--- config.mk ---
export PLATFORM = sky130hd
export DESIGN_NAME = pls_cell
export DESIGN_NICKNAME = d
export VERILOG_FILES = /design/src/sv/pls_pkg.sv /design/src/sv/pls_cell.sv
export SDC_FILE = /design/constraint.sdc
export NUM_CORES = 1
export LEC_CHECK = 0
export BUFFER_PORTS_ARGS = -buffer_cell sky130_fd_sc_hd__buf_2
export CAP_MARGIN = 20
export CELL_PAD_IN_SITES_DETAIL_PLACEMENT = 0
export CELL_PAD_IN_SITES_GLOBAL_PLACEMENT = 1
export CORE_AREA = 3 3 205 207
export CTS_CLUSTER_SIZE = 16
export DETAILED_ROUTE_END_ITERATION = 8
export DIE_AREA = 0 0 208 210
export PLACE_DENSITY = 0.53
export SLEW_MARGIN = 10
export SYNTH_ARGS = -nofsm -noshare
export SYNTH_HDL_FRONTEND = slang
export SYNTH_SLANG_ARGS = --single-unit
export TNS_END_PERCENT = 5
--- constraint.sdc ---
create_clock -name clk_i -period 6.2 [get_ports clk_i]
set_input_delay 0.31 -clock clk_i [delete_from_list [all_inputs] [get_ports clk_i]]
set_output_delay 0.31 -clock clk_i [all_outputs]
set_load 0.01 [all_outputs]
--- src/sv/pls_pkg.sv ---
package pls_pkg;

  localparam int MaxPoints  = 64;
  localparam int Coords     = 4;
  localparam int CoordWidth = 32;
  localparam int CntW       = $clog2(MaxPoints + 1);
  localparam int IdxW       = $clog2(MaxPoints);

  localparam logic [0:0] RegStrength = 1'b0;
  localparam logic [0:0] RegDims     = 1'b1;

  localparam logic [15:0] AlphaMin = 16'd9175;
  localparam logic [15:0] AlphaMax = 16'd18022;

  typedef logic signed [CoordWidth-1:0] coord_t;

  typedef struct packed {
    logic signed [31:0] in_coord_0;
    logic signed [31:0] in_coord_1;
    logic signed [31:0] in_coord_2;
    logic signed [31:0] in_coord_3;
    logic               last_point;
  } in_word_t;

  typedef struct packed {
    logic signed [31:0] out_coord_0;
    logic signed [31:0] out_coord_1;
    logic signed [31:0] out_coord_2;
    logic signed [31:0] out_coord_3;
    logic               last_result;
    logic [3:0]         passes_used;
    logic [31:0]        peak_shift;
    logic               overflow;
  } out_word_t;

  // Control that every cell sees in the same cycle.
  typedef struct packed {
    logic        load;   // shift a new point in at the tail
    logic        rot;    // rotate the ring by one position
    logic        blend;  // apply the blend while rotating
    logic        first;  // head word is the polyline's first point
    logic        lastp;  // head word is the polyline's last point
    logic [15:0] alpha;
    logic [2:0]  dims;
  } cell_ctl_t;

  // Blend of one coordinate: floor((2c(32768-a) + (l+r)a + 32768) / 65536).
  function automatic coord_t blend_fn(coord_t c, coord_t l, coord_t r, logic [15:0] a);
    logic signed [50:0] p1;
    logic signed [50:0] p2;
    logic signed [50:0] s;
    p1 = 51'(c) * 51'(signed'({1'b0, 16'd32768 - a})) * 51'sd2;
    p2 = (51'(l) + 51'(r)) * 51'(signed'({1'b0, a}));
    s  = p1 + p2 + 51'sd32768;
    return coord_t'(s >>> 16);
  endfunction

endpackage

--- src/sv/pls_cell.sv ---
// One point slot of the ring: holds the original and the working coordinates.
module pls_cell import pls_pkg::*; (
  input  logic      clk_i,
  input  cell_ctl_t ctl_i,
  input  coord_t    orig_in_i  [Coords],
  input  coord_t    work_in_i  [Coords],
  output coord_t    orig_q_o   [Coords],
  output coord_t    work_q_o   [Coords]
);

  coord_t orig_q [Coords];
  coord_t work_q [Coords];

  always_ff @(posedge clk_i) begin
    if (ctl_i.load || ctl_i.rot) begin
      orig_q <= orig_in_i;
      work_q <= work_in_i;
    end
  end

  assign orig_q_o = orig_q;
  assign work_q_o = work_q;

endmodule

Yosys cells after proc, flatten, opt, wreduce, memory -nomap -nowiden
Index checks and enable logic that the tools add are counted.
- register bits: 256
- bits of input ports: 281
- output and inout port bits: 256
- reductions and logical operators: 1
- operator list (cell ; number):
    $logic_or A1 B1 Y1 ; 1

Depth between registers and ports, before layout
Gate-level depths: netlist (run 1).
- depth after elaboration: 1
- mapped depth: 1
- depth with buffers taken out: 1

Worst setup path after synthesis (run 1)
Ideal clock, no wire load.
- kind: input port to flip-flop
- start point: in ctl_i[23] (netlist name)
- end point: reg orig_q, in the netlist orig_q_o[0], enable pin
- setup time: 0.637 ns
- data arrival time: 5.863 ns
- slack: -0.300 ns
- stages on the path: 1
- buffers on the path: 0
- cell sequence: or2_1
- cells in the longest elaborated chain, start to end: 1
- RTL lines (what ; line ; source):
    from (decl) ; pls_cell.sv:4 ; input cell_ctl_t ctl_i,
    $logic_or A1 B1 Y1 ; pls_cell.sv:15 ; if (ctl_i.load || ctl_i.rot) begin
    to (signal assigned) ; pls_cell.sv:16 ; orig_q <= orig_in_i;
    to (decl) ; pls_cell.sv:11 ; coord_t orig_q [Coords];
Every way passes these cells.
A chain may end at the register's enable or synchronous reset.

Final worst setup path (run 1)
- start point: in ctl_i[23] (netlist name)
- end point: reg work_q, in the netlist work_q_o[122], enable pin
- cells in the longest elaborated chain, start to end: 1
- RTL lines (what ; line ; source):
    $logic_or A1 B1 Y1 ; pls_cell.sv:15 ;
    to (signal assigned) ; pls_cell.sv:17 ; work_q <= work_in_i;
    to (decl) ; pls_cell.sv:12 ; coord_t work_q [Coords];
Every way passes these cells.

==> impl_metrics.ini, run 1 <==
[outcome]
status = completed

[global_route]
grtUsageMet2_pct = 21.9
grt_pass1_wl_um = 40200
grt_overflow = 0
antenna_found_initial = 2
grt_busiest_layer = met2
use_met1_pct = 12.1
grt_usage_pct = 12.0
use_met3_pct = 4.93
grt_max_degree = 144
grt_pass1_vias = 6618

[critical_path]
worstPathArrival_ns = 1.83
startpoint_type = input port
cp_max_fo = 76
critPathCaptureType = register
critical_path.endpoint = work_q_o[122]
crit_start = ctl_i[23]
path_class = input port to register
required_ns = 6.37

[cells_and_area]
layout-drive-gt1-share_pct = 51.7
final_core_util_pct = 35.4
syn_to_final_growth_pct = 86.7
fin_nets = 1339

[place]
globalplace.congestion = 0.749
numPortBuffers = 514
dp_hpwl_um = 19300

[logic_synthesis]
synth-seq-area-share_pct = 99.9
ys_types = 2
syn_nets = 538
syn_area_sq_um = 7690
synth-edff-count = 256
synthCells = 257
synth_area_leaders = edfxtp_1 (100%), or2_1 (0.081%)
synth-main-ff-cell = edfxtp_1
synth_warnings = 0
synthTopCellsByCount = edfxtp_1 (256), or2_1 (1)
async_reset_ff_share_pct = 0
synth.ff_latch_count = 256
synth.top_cell.area_share_pct = 99.9
synth_area_leader_cell = edfxtp_1
yosysMostFrequentCell = edfxtp_1
syn_area_per_cell_sq_um = 29.9

[clock_network]
clk_pin_slew_ns = 0.06
numCtsBuffers = 27
ctsLongestPathBuffers = 3
clock_sinks = 256
cts_resized = 0
cts_htree_levels = 1
cts-root-buf = clkbuf_16
cts_setup_buffers = 0
cts_tree = built

[power_and_ir_drop]
peakVddDrop_mv = 0.223
total_power_w = 0.00418
powerDensity_nw_per_um2 = 291
p_leak_nw = 6.12

[floorplanning]
dieArea_sq_um = 43700
initial_utilization_pct = 19.0
die_h_um = 210
fp.dieW_um = 208
ios = 537
fp-row-count = 74
coreArea_sq_um = 40600

[timing]
max_clock_freq_ghz = 0.604
hold_viol = 0
drv_slew = 0
fin_crit_ns = 1.66
rsz0062_at_grt = no
slew_headroom_pct = 34.1
setup_violations = 0
fin_crit_sh_pct = 26.7
worst_pin_slew_ns = 0.989
setup_tns_ns = 0

[route]
wl_um = 27200
route.detailed.drc = 0
vias_per_cell = 3.60
initialDrtViolationCount = 216
num_vias = 5796
antenna_left = 0
dr.pass1.iters = 4
routedWlPerCell_um = 16.9

[hold_path]
min_path_type = input port to register

[job]
drv_cap = 0
critical path, stage by stage:
cell   delay, ns
buf_2       0.10
or2_4       0.47
buf_4       0.81
state kept, by name (all words and copies together) (netlist names):
name      cells
orig_q_o    128
work_q_o    128
worst min path at each step:
stage	startpoint	to	slack [ns]	depth (start not counted)
after floorplan	orig_in_i[0]	orig_q_o[0]	0.41	0
final	orig_in_i[40]	orig_q_o[40]	0.46	2
after global placement	work_in_i[125]	work_q_o[125]	0.49	1
after CTS	work_in_i[125]	work_q_o[125]	0.41	2
after global routing	work_in_i[68]	work_q_o[68]	0.44	2
after detailed placement	work_in_i[119]	work_q_o[119]	0.49	1
repair_timing:
action / 4_1_cts / 5_1_grt
setup endpoints to repair: 0 / 0
hold buffers: 256 / 0
hold endpoints to repair: 256 / 0
layout by cell type, fill, tap and decap left out:
cell type | netlist | routed
clkinv_2 | 0 | 6
diode_2 | 0 | 2
clkbuf_16 | 0 | 27
or2_4 | 0 | 1
clkinv_1 | 0 | 3
buf_4 | 0 | 1
buf_2 | 0 | 514
clkinv_4 | 0 | 1
buf_12 | 0 | 1
bufinv_16 | 0 | 2
clkinvlp_4 | 0 | 3
dlygate4sd3_1 | 0 | 256
edfxtp_1 | 256 | 256
clkbuf_1 | 0 | 5
inv_6 | 0 | 1
per-layer routing:
layer	vias up	part of all wire [%]	wire length, um
li1	2659	-	-
met1	2706	33	9120
met2	381	51	13900
met3	50	11	2930
met4	0	4.5	1240
met5	-	0	0
through the flow:
stage	hold slack [ns]	setup WS [ns]	instance area, sq um	std cells
floorplan	0.409	2.29	7690	257
global placement	0.486	3.96	11000	1305
detailed placement	0.488	3.93	11000	1305
CTS	0.406	4.54	14400	1609
global route	0.441	4.44	14400	1609
finish	0.460	4.54	14400	1611
where the power goes:
| group | total [W] | internal (W) | switching (W) |
|---|---|---|---|
| registers | 0.00212 | 0.00208 | 0.0000405 |
| clock network | 0.00154 | 0.000882 | 0.000659 |
| logic | 0.000515 | 0.000263 | 0.000252 |
layout make-up:
type	count	area (sq um)
diodes	2	5.00
clock buffers	32	694
clock inverters	16	141
fillers	3844	26200
multi-input cells	1	8.76
flip-flops and latches	256	7690
well taps	532	666
repair buffers	772	5160
cell families after synthesis:
family and share of synthesized area, %:
and+or+nand+nor 0.0814, DFF 99.9
Power figures use the tool's default switching activity.
==> run 2: changes to the inputs <==
- clock period: 6.2 -> 1.34 ns (I/O delays scaled with it)
==> run 2 against run 1 <==
Sequential share of layout area down 0.70 points; non-clock buffer count grew 22; critical path type is now register to output pin; largest power group unchanged; worst setup slack lost 4.4 ns; combinational power rose to 4.6 times the previous value.
==> impl_metrics.ini, run 2 (synthesized netlist as in run 1, its figures left out) <==
[cells_and_area]
syn_to_final_growth_pct = 89.2
instances_no_fill = 1632
final_core_util_pct = 35.9
layout_commonest_cell = buf_2
stdcell_area_sq_um = 14600
layout-drive-gt1-share_pct = 52.1
fin_nets = 1361
final_cell_mix = buf_2 (514), dlygate4sd3_1 (256), edfxtp_1 (256), clkbuf_16 (27), buf_4 (17)

[power_and_ir_drop]
total_power_w = 0.0189
p_seq_share_pct = 51.9
pwr-share-clk_pct = 35.6
peakVddDrop_mv = 0.976
p_leak_nw = 6.24
share_comb_of_total_power_pct = 12.6
p_int_w = 0.0148
p_switching_w = 0.00412
switching_share_pct = 21.8
powerDensity_nw_per_um2 = 1300

[route]
antenna_left = 0
route.detailed.drc = 0
num_vias = 5632
dr.pass1.iters = 4
vias_per_cell = 3.45
initialDrtViolationCount = 169
wl_um = 23300
routedWlPerCell_um = 14.3

[floorplanning]
initial_utilization_pct = 19.0
ios = 537
dieArea_sq_um = 43700
fp.dieW_um = 208
fp-row-count = 74
coreArea_sq_um = 40600
die_h_um = 210

[timing]
hold_viol = 0
rsz0062_at_grt = no
slew_headroom_pct = 86.7
fin_crit_sh_pct = 87.1
worst_pin_slew_ns = 0.200
drv_slew = 0
max_clock_freq_ghz = 0.857
fin_crit_ns = 1.17
worst_slack_ns = 0.173
setup_violations = 0

[place]
place_area_sq_um = 11200
numPortBuffers = 514
place_inst = 1327
globalplace.congestion = 0.730
dp_hpwl_um = 16300
dpl_worst_slack_ns = 0.236

[clock_network]
cts-root-buf = clkbuf_16
ctsLongestPathBuffers = 3
cts_setup_buffers = 0
clock_sinks = 256
clk_pin_slew_ns = 0.06
numCtsBuffers = 27
cts_htree_levels = 1
cts_tree = built
cts_hold_buf = 256
cts_resized = 0

[critical_path]
path_class = register to output pin
crit_family = flip-flops
cpPeakStageDelay_ns = 0.41
cp_max_fo = 1
crit_start = orig_q_o[120]
path_buf_inv = 1
path_cells = buf_2
required_ns = 1.27
critPathCaptureType = output pin
cp_slowest_cell = edfxtp_1
startpoint_type = register
worstPathArrival_ns = 1.10

[global_route]
antenna_found_initial = 1
grt_pass1_wl_um = 34900
grt_pass1_vias = 6258
grt_overflow = 0
grt_usage_pct = 10.0
grt_max_degree = 34

[job]
drv_cap = 0

[outcome]
status = completed

[hold_path]
hold-path-endpoint = orig_q_o[85]
hold_path_depth = 3
hold_path.startpoint = ctl_i[23]
min_path_type = input port to register
[run 2: final cells by class]
class	count	area (sq um)
Clock buffer	33	698
Timing Repair Buffer	794	5400
Clock inverter	14	88.8
Tap cell	532	666
Multi-Input combinational cell	1	8.76
Antenna cell	2	5.00
Fill cell	3856	26000
Sequential cell	256	7690
[run 2: power groups by stage]
stage	Combinational (W)	Clock, W	Sequential, W
after detailed placement	0.00180	0	0.00995
after CTS	0.00240	0.00695	0.00979
after global placement	0.00180	0	0.00994
final	0.00237	0.00671	0.00979
after global routing	0.00255	0.00728	0.00987
after floorplan	0.000107	0	0.0104
[run 2: layer usage]
layer	global-route usage (%)	wire length [um]
met1	11.4	8970
met2	17.5	11500
met3	4.00	2310
met4	3.02	552
met5	0	0
[run 2: worst max path at each step]
stage                          endpoint  slack (ns)  depth (start not counted)
after floorplan             orig_q_o[0]       -1.02                          1
after global placement     work_q_o[75]        0.23                          4
after detailed placement  work_q_o[102]        0.24                          4
after CTS                  orig_q_o[84]        0.13                          1
after global routing       work_q_o[37]        0.12                          1
final                     orig_q_o[120]        0.17                          1
[run 2: through the flow]
step,hold slack (ns),setup TNS [ns]
after floorplan,0.166,-261.79
final,0.111,0
after global placement,0.243,0
after detailed placement,0.245,0
after CTS,0.0844,0
after global routing,0.111,0
==> run 3: changes to the inputs <==
- MAX_ROUTING_LAYER: not set -> met4
==> run 3 against run 2 <==
Final area unchanged; worst setup slack about the same; wire length about the same; via count increased by 0.20%; power about the same; hold slack about the same; non-clock buffer count unchanged; clock power about the same; critical path type unchanged; critical endpoint unchanged.
==> impl_metrics.ini, run 3 (synthesized netlist as in run 1, its figures left out) <==
[clock_network]
cts-root-buf = clkbuf_16
ctsLongestPathBuffers = 3
numCtsBuffers = 27
clk_pin_slew_ns = 0.06
clock_sinks = 256
cts_tree = built
cts_htree_levels = 1

[cells_and_area]
fin_nets = 1361
instances_no_fill = 1632
layout-drive-gt1-share_pct = 52.1
syn_to_final_growth_pct = 89.2
final_cell_mix = buf_2 (514), dlygate4sd3_1 (256), edfxtp_1 (256), clkbuf_16 (27), buf_4 (17)
layout_commonest_cell = buf_2
stdcell_area_sq_um = 14600

[floorplanning]
initial_utilization_pct = 19.0
coreArea_sq_um = 40600
fp.dieW_um = 208
fp-row-count = 74
ios = 537
die_h_um = 210
dieArea_sq_um = 43700

[global_route]
grt_pass1_wl_um = 34700
antenna_found_initial = 1
grt_usage_pct = 10.3
grt_max_degree = 34
grt_overflow = 0
grt_pass1_vias = 6276

[timing]
rsz0062_at_grt = no
hold_viol = 0
fin_crit_ns = 1.17
drv_slew = 0
fin_crit_sh_pct = 87.1
setup_violations = 0
worst_pin_slew_ns = 0.199
max_clock_freq_ghz = 0.857
slew_headroom_pct = 86.7

[route]
num_vias = 5643
wl_um = 23300
dr.pass1.iters = 4
vias_per_cell = 3.46
initialDrtViolationCount = 176
antenna_left = 0
routedWlPerCell_um = 14.3
route.detailed.drc = 0

[critical_path]
cp_max_fo = 1
worstPathArrival_ns = 1.10
crit_start = orig_q_o[120]
path_buf_inv = 1
path_class = register to output pin
cp_slowest_cell = edfxtp_1
startpoint_type = register
crit_family = flip-flops
critPathCaptureType = output pin
required_ns = 1.27
path_cells = buf_2
critical_path.endpoint = orig_q_o[120]
crit_cells = 1
cpPeakStageDelay_ns = 0.41

[power_and_ir_drop]
peakVddDrop_mv = 0.977
pwr-share-clk_pct = 35.5
p_switching_w = 0.00412
switching_share_pct = 21.8
powerDensity_nw_per_um2 = 1300
p_int_w = 0.0148
p_seq_share_pct = 51.9
share_comb_of_total_power_pct = 12.6
p_leak_nw = 6.24

[place]
place_area_sq_um = 11200
place_inst = 1327
numPortBuffers = 514
dp_hpwl_um = 16300
globalplace.congestion = 0.739

[job]
drv_cap = 0

[outcome]
status = completed

[hold_path]
min_path_type = input port to register
-- run 3: cell counts in the layout (fill, tap and decap cells not counted) --
No cell type changed its count.
-- run 3: how the worst min path moves through the flow --
stage | start | endpoint | depth (start not counted) | slack, ns
6_report | ctl_i[23] | orig_q_o[85] | 3 | 0.11
5_1_grt | ctl_i[22] | work_q_o[54] | 3 | 0.11
4_1_cts | ctl_i[23] | work_q_o[54] | 3 | 0.08
3_5_place_dp | work_in_i[105] | work_q_o[105] | 1 | 0.25
3_3_place_gp | work_in_i[75] | work_q_o[75] | 1 | 0.24
2_1_floorplan | orig_in_i[0] | orig_q_o[0] | 0 | 0.17
-- run 3: cell type report --
type | count | area [sq um]
clock inverter | 14 | 88.8
multi-input combinational | 1 | 8.76
tap | 532 | 666
sequential | 256 | 7690
timing repair buffer | 794 | 5400
antenna | 2 | 5.00
clock buffer | 33 | 698
fill | 3856 | 26000
-- run 3: through the flow --
stage / total power [W] / TNS, ns / util [%] / hold slack [ns] / setup slack (ns)
final: 0.0189 / 0 / 35.9 / 0.111 / 0.173
after CTS: 0.0191 / 0 / 35.9 / 0.0844 / 0.135
after detailed placement: 0.0118 / 0 / 27.6 / 0.245 / 0.236
after floorplan: 0.0105 / -261.79 / - / 0.166 / -1.02
after global placement: 0.0117 / 0 / 27.6 / 0.243 / 0.229
after global routing: 0.0197 / 0 / 35.9 / 0.111 / 0.124
-- run 3: what timing repair did --
action / CTS / global route
gates resized for setup: 0 / 0
hold endpoints to repair: 256 / 0
buffers inserted: 0 / 0
hold buffers: 256 / 0
-- run 3: layer usage --
metal	global-route usage (%)	vias to the layer above	wire length, um
li1	-	2706	-
met1	11.9	2610	9250
met2	17.5	292	11500
met3	3.26	35	2010
met4	3.02	0	552
met5	-	-	0
-- run 3: power by group through the flow --
stage	combinational (W)	sequential [W]	clock [W]
floorplan	0.000107	0.0104	0
global placement	0.00180	0.00994	0
detailed placement	0.00180	0.00995	0
CTS	0.00240	0.00979	0.00695
global route	0.00255	0.00987	0.00727
finish	0.00238	0.00979	0.00670
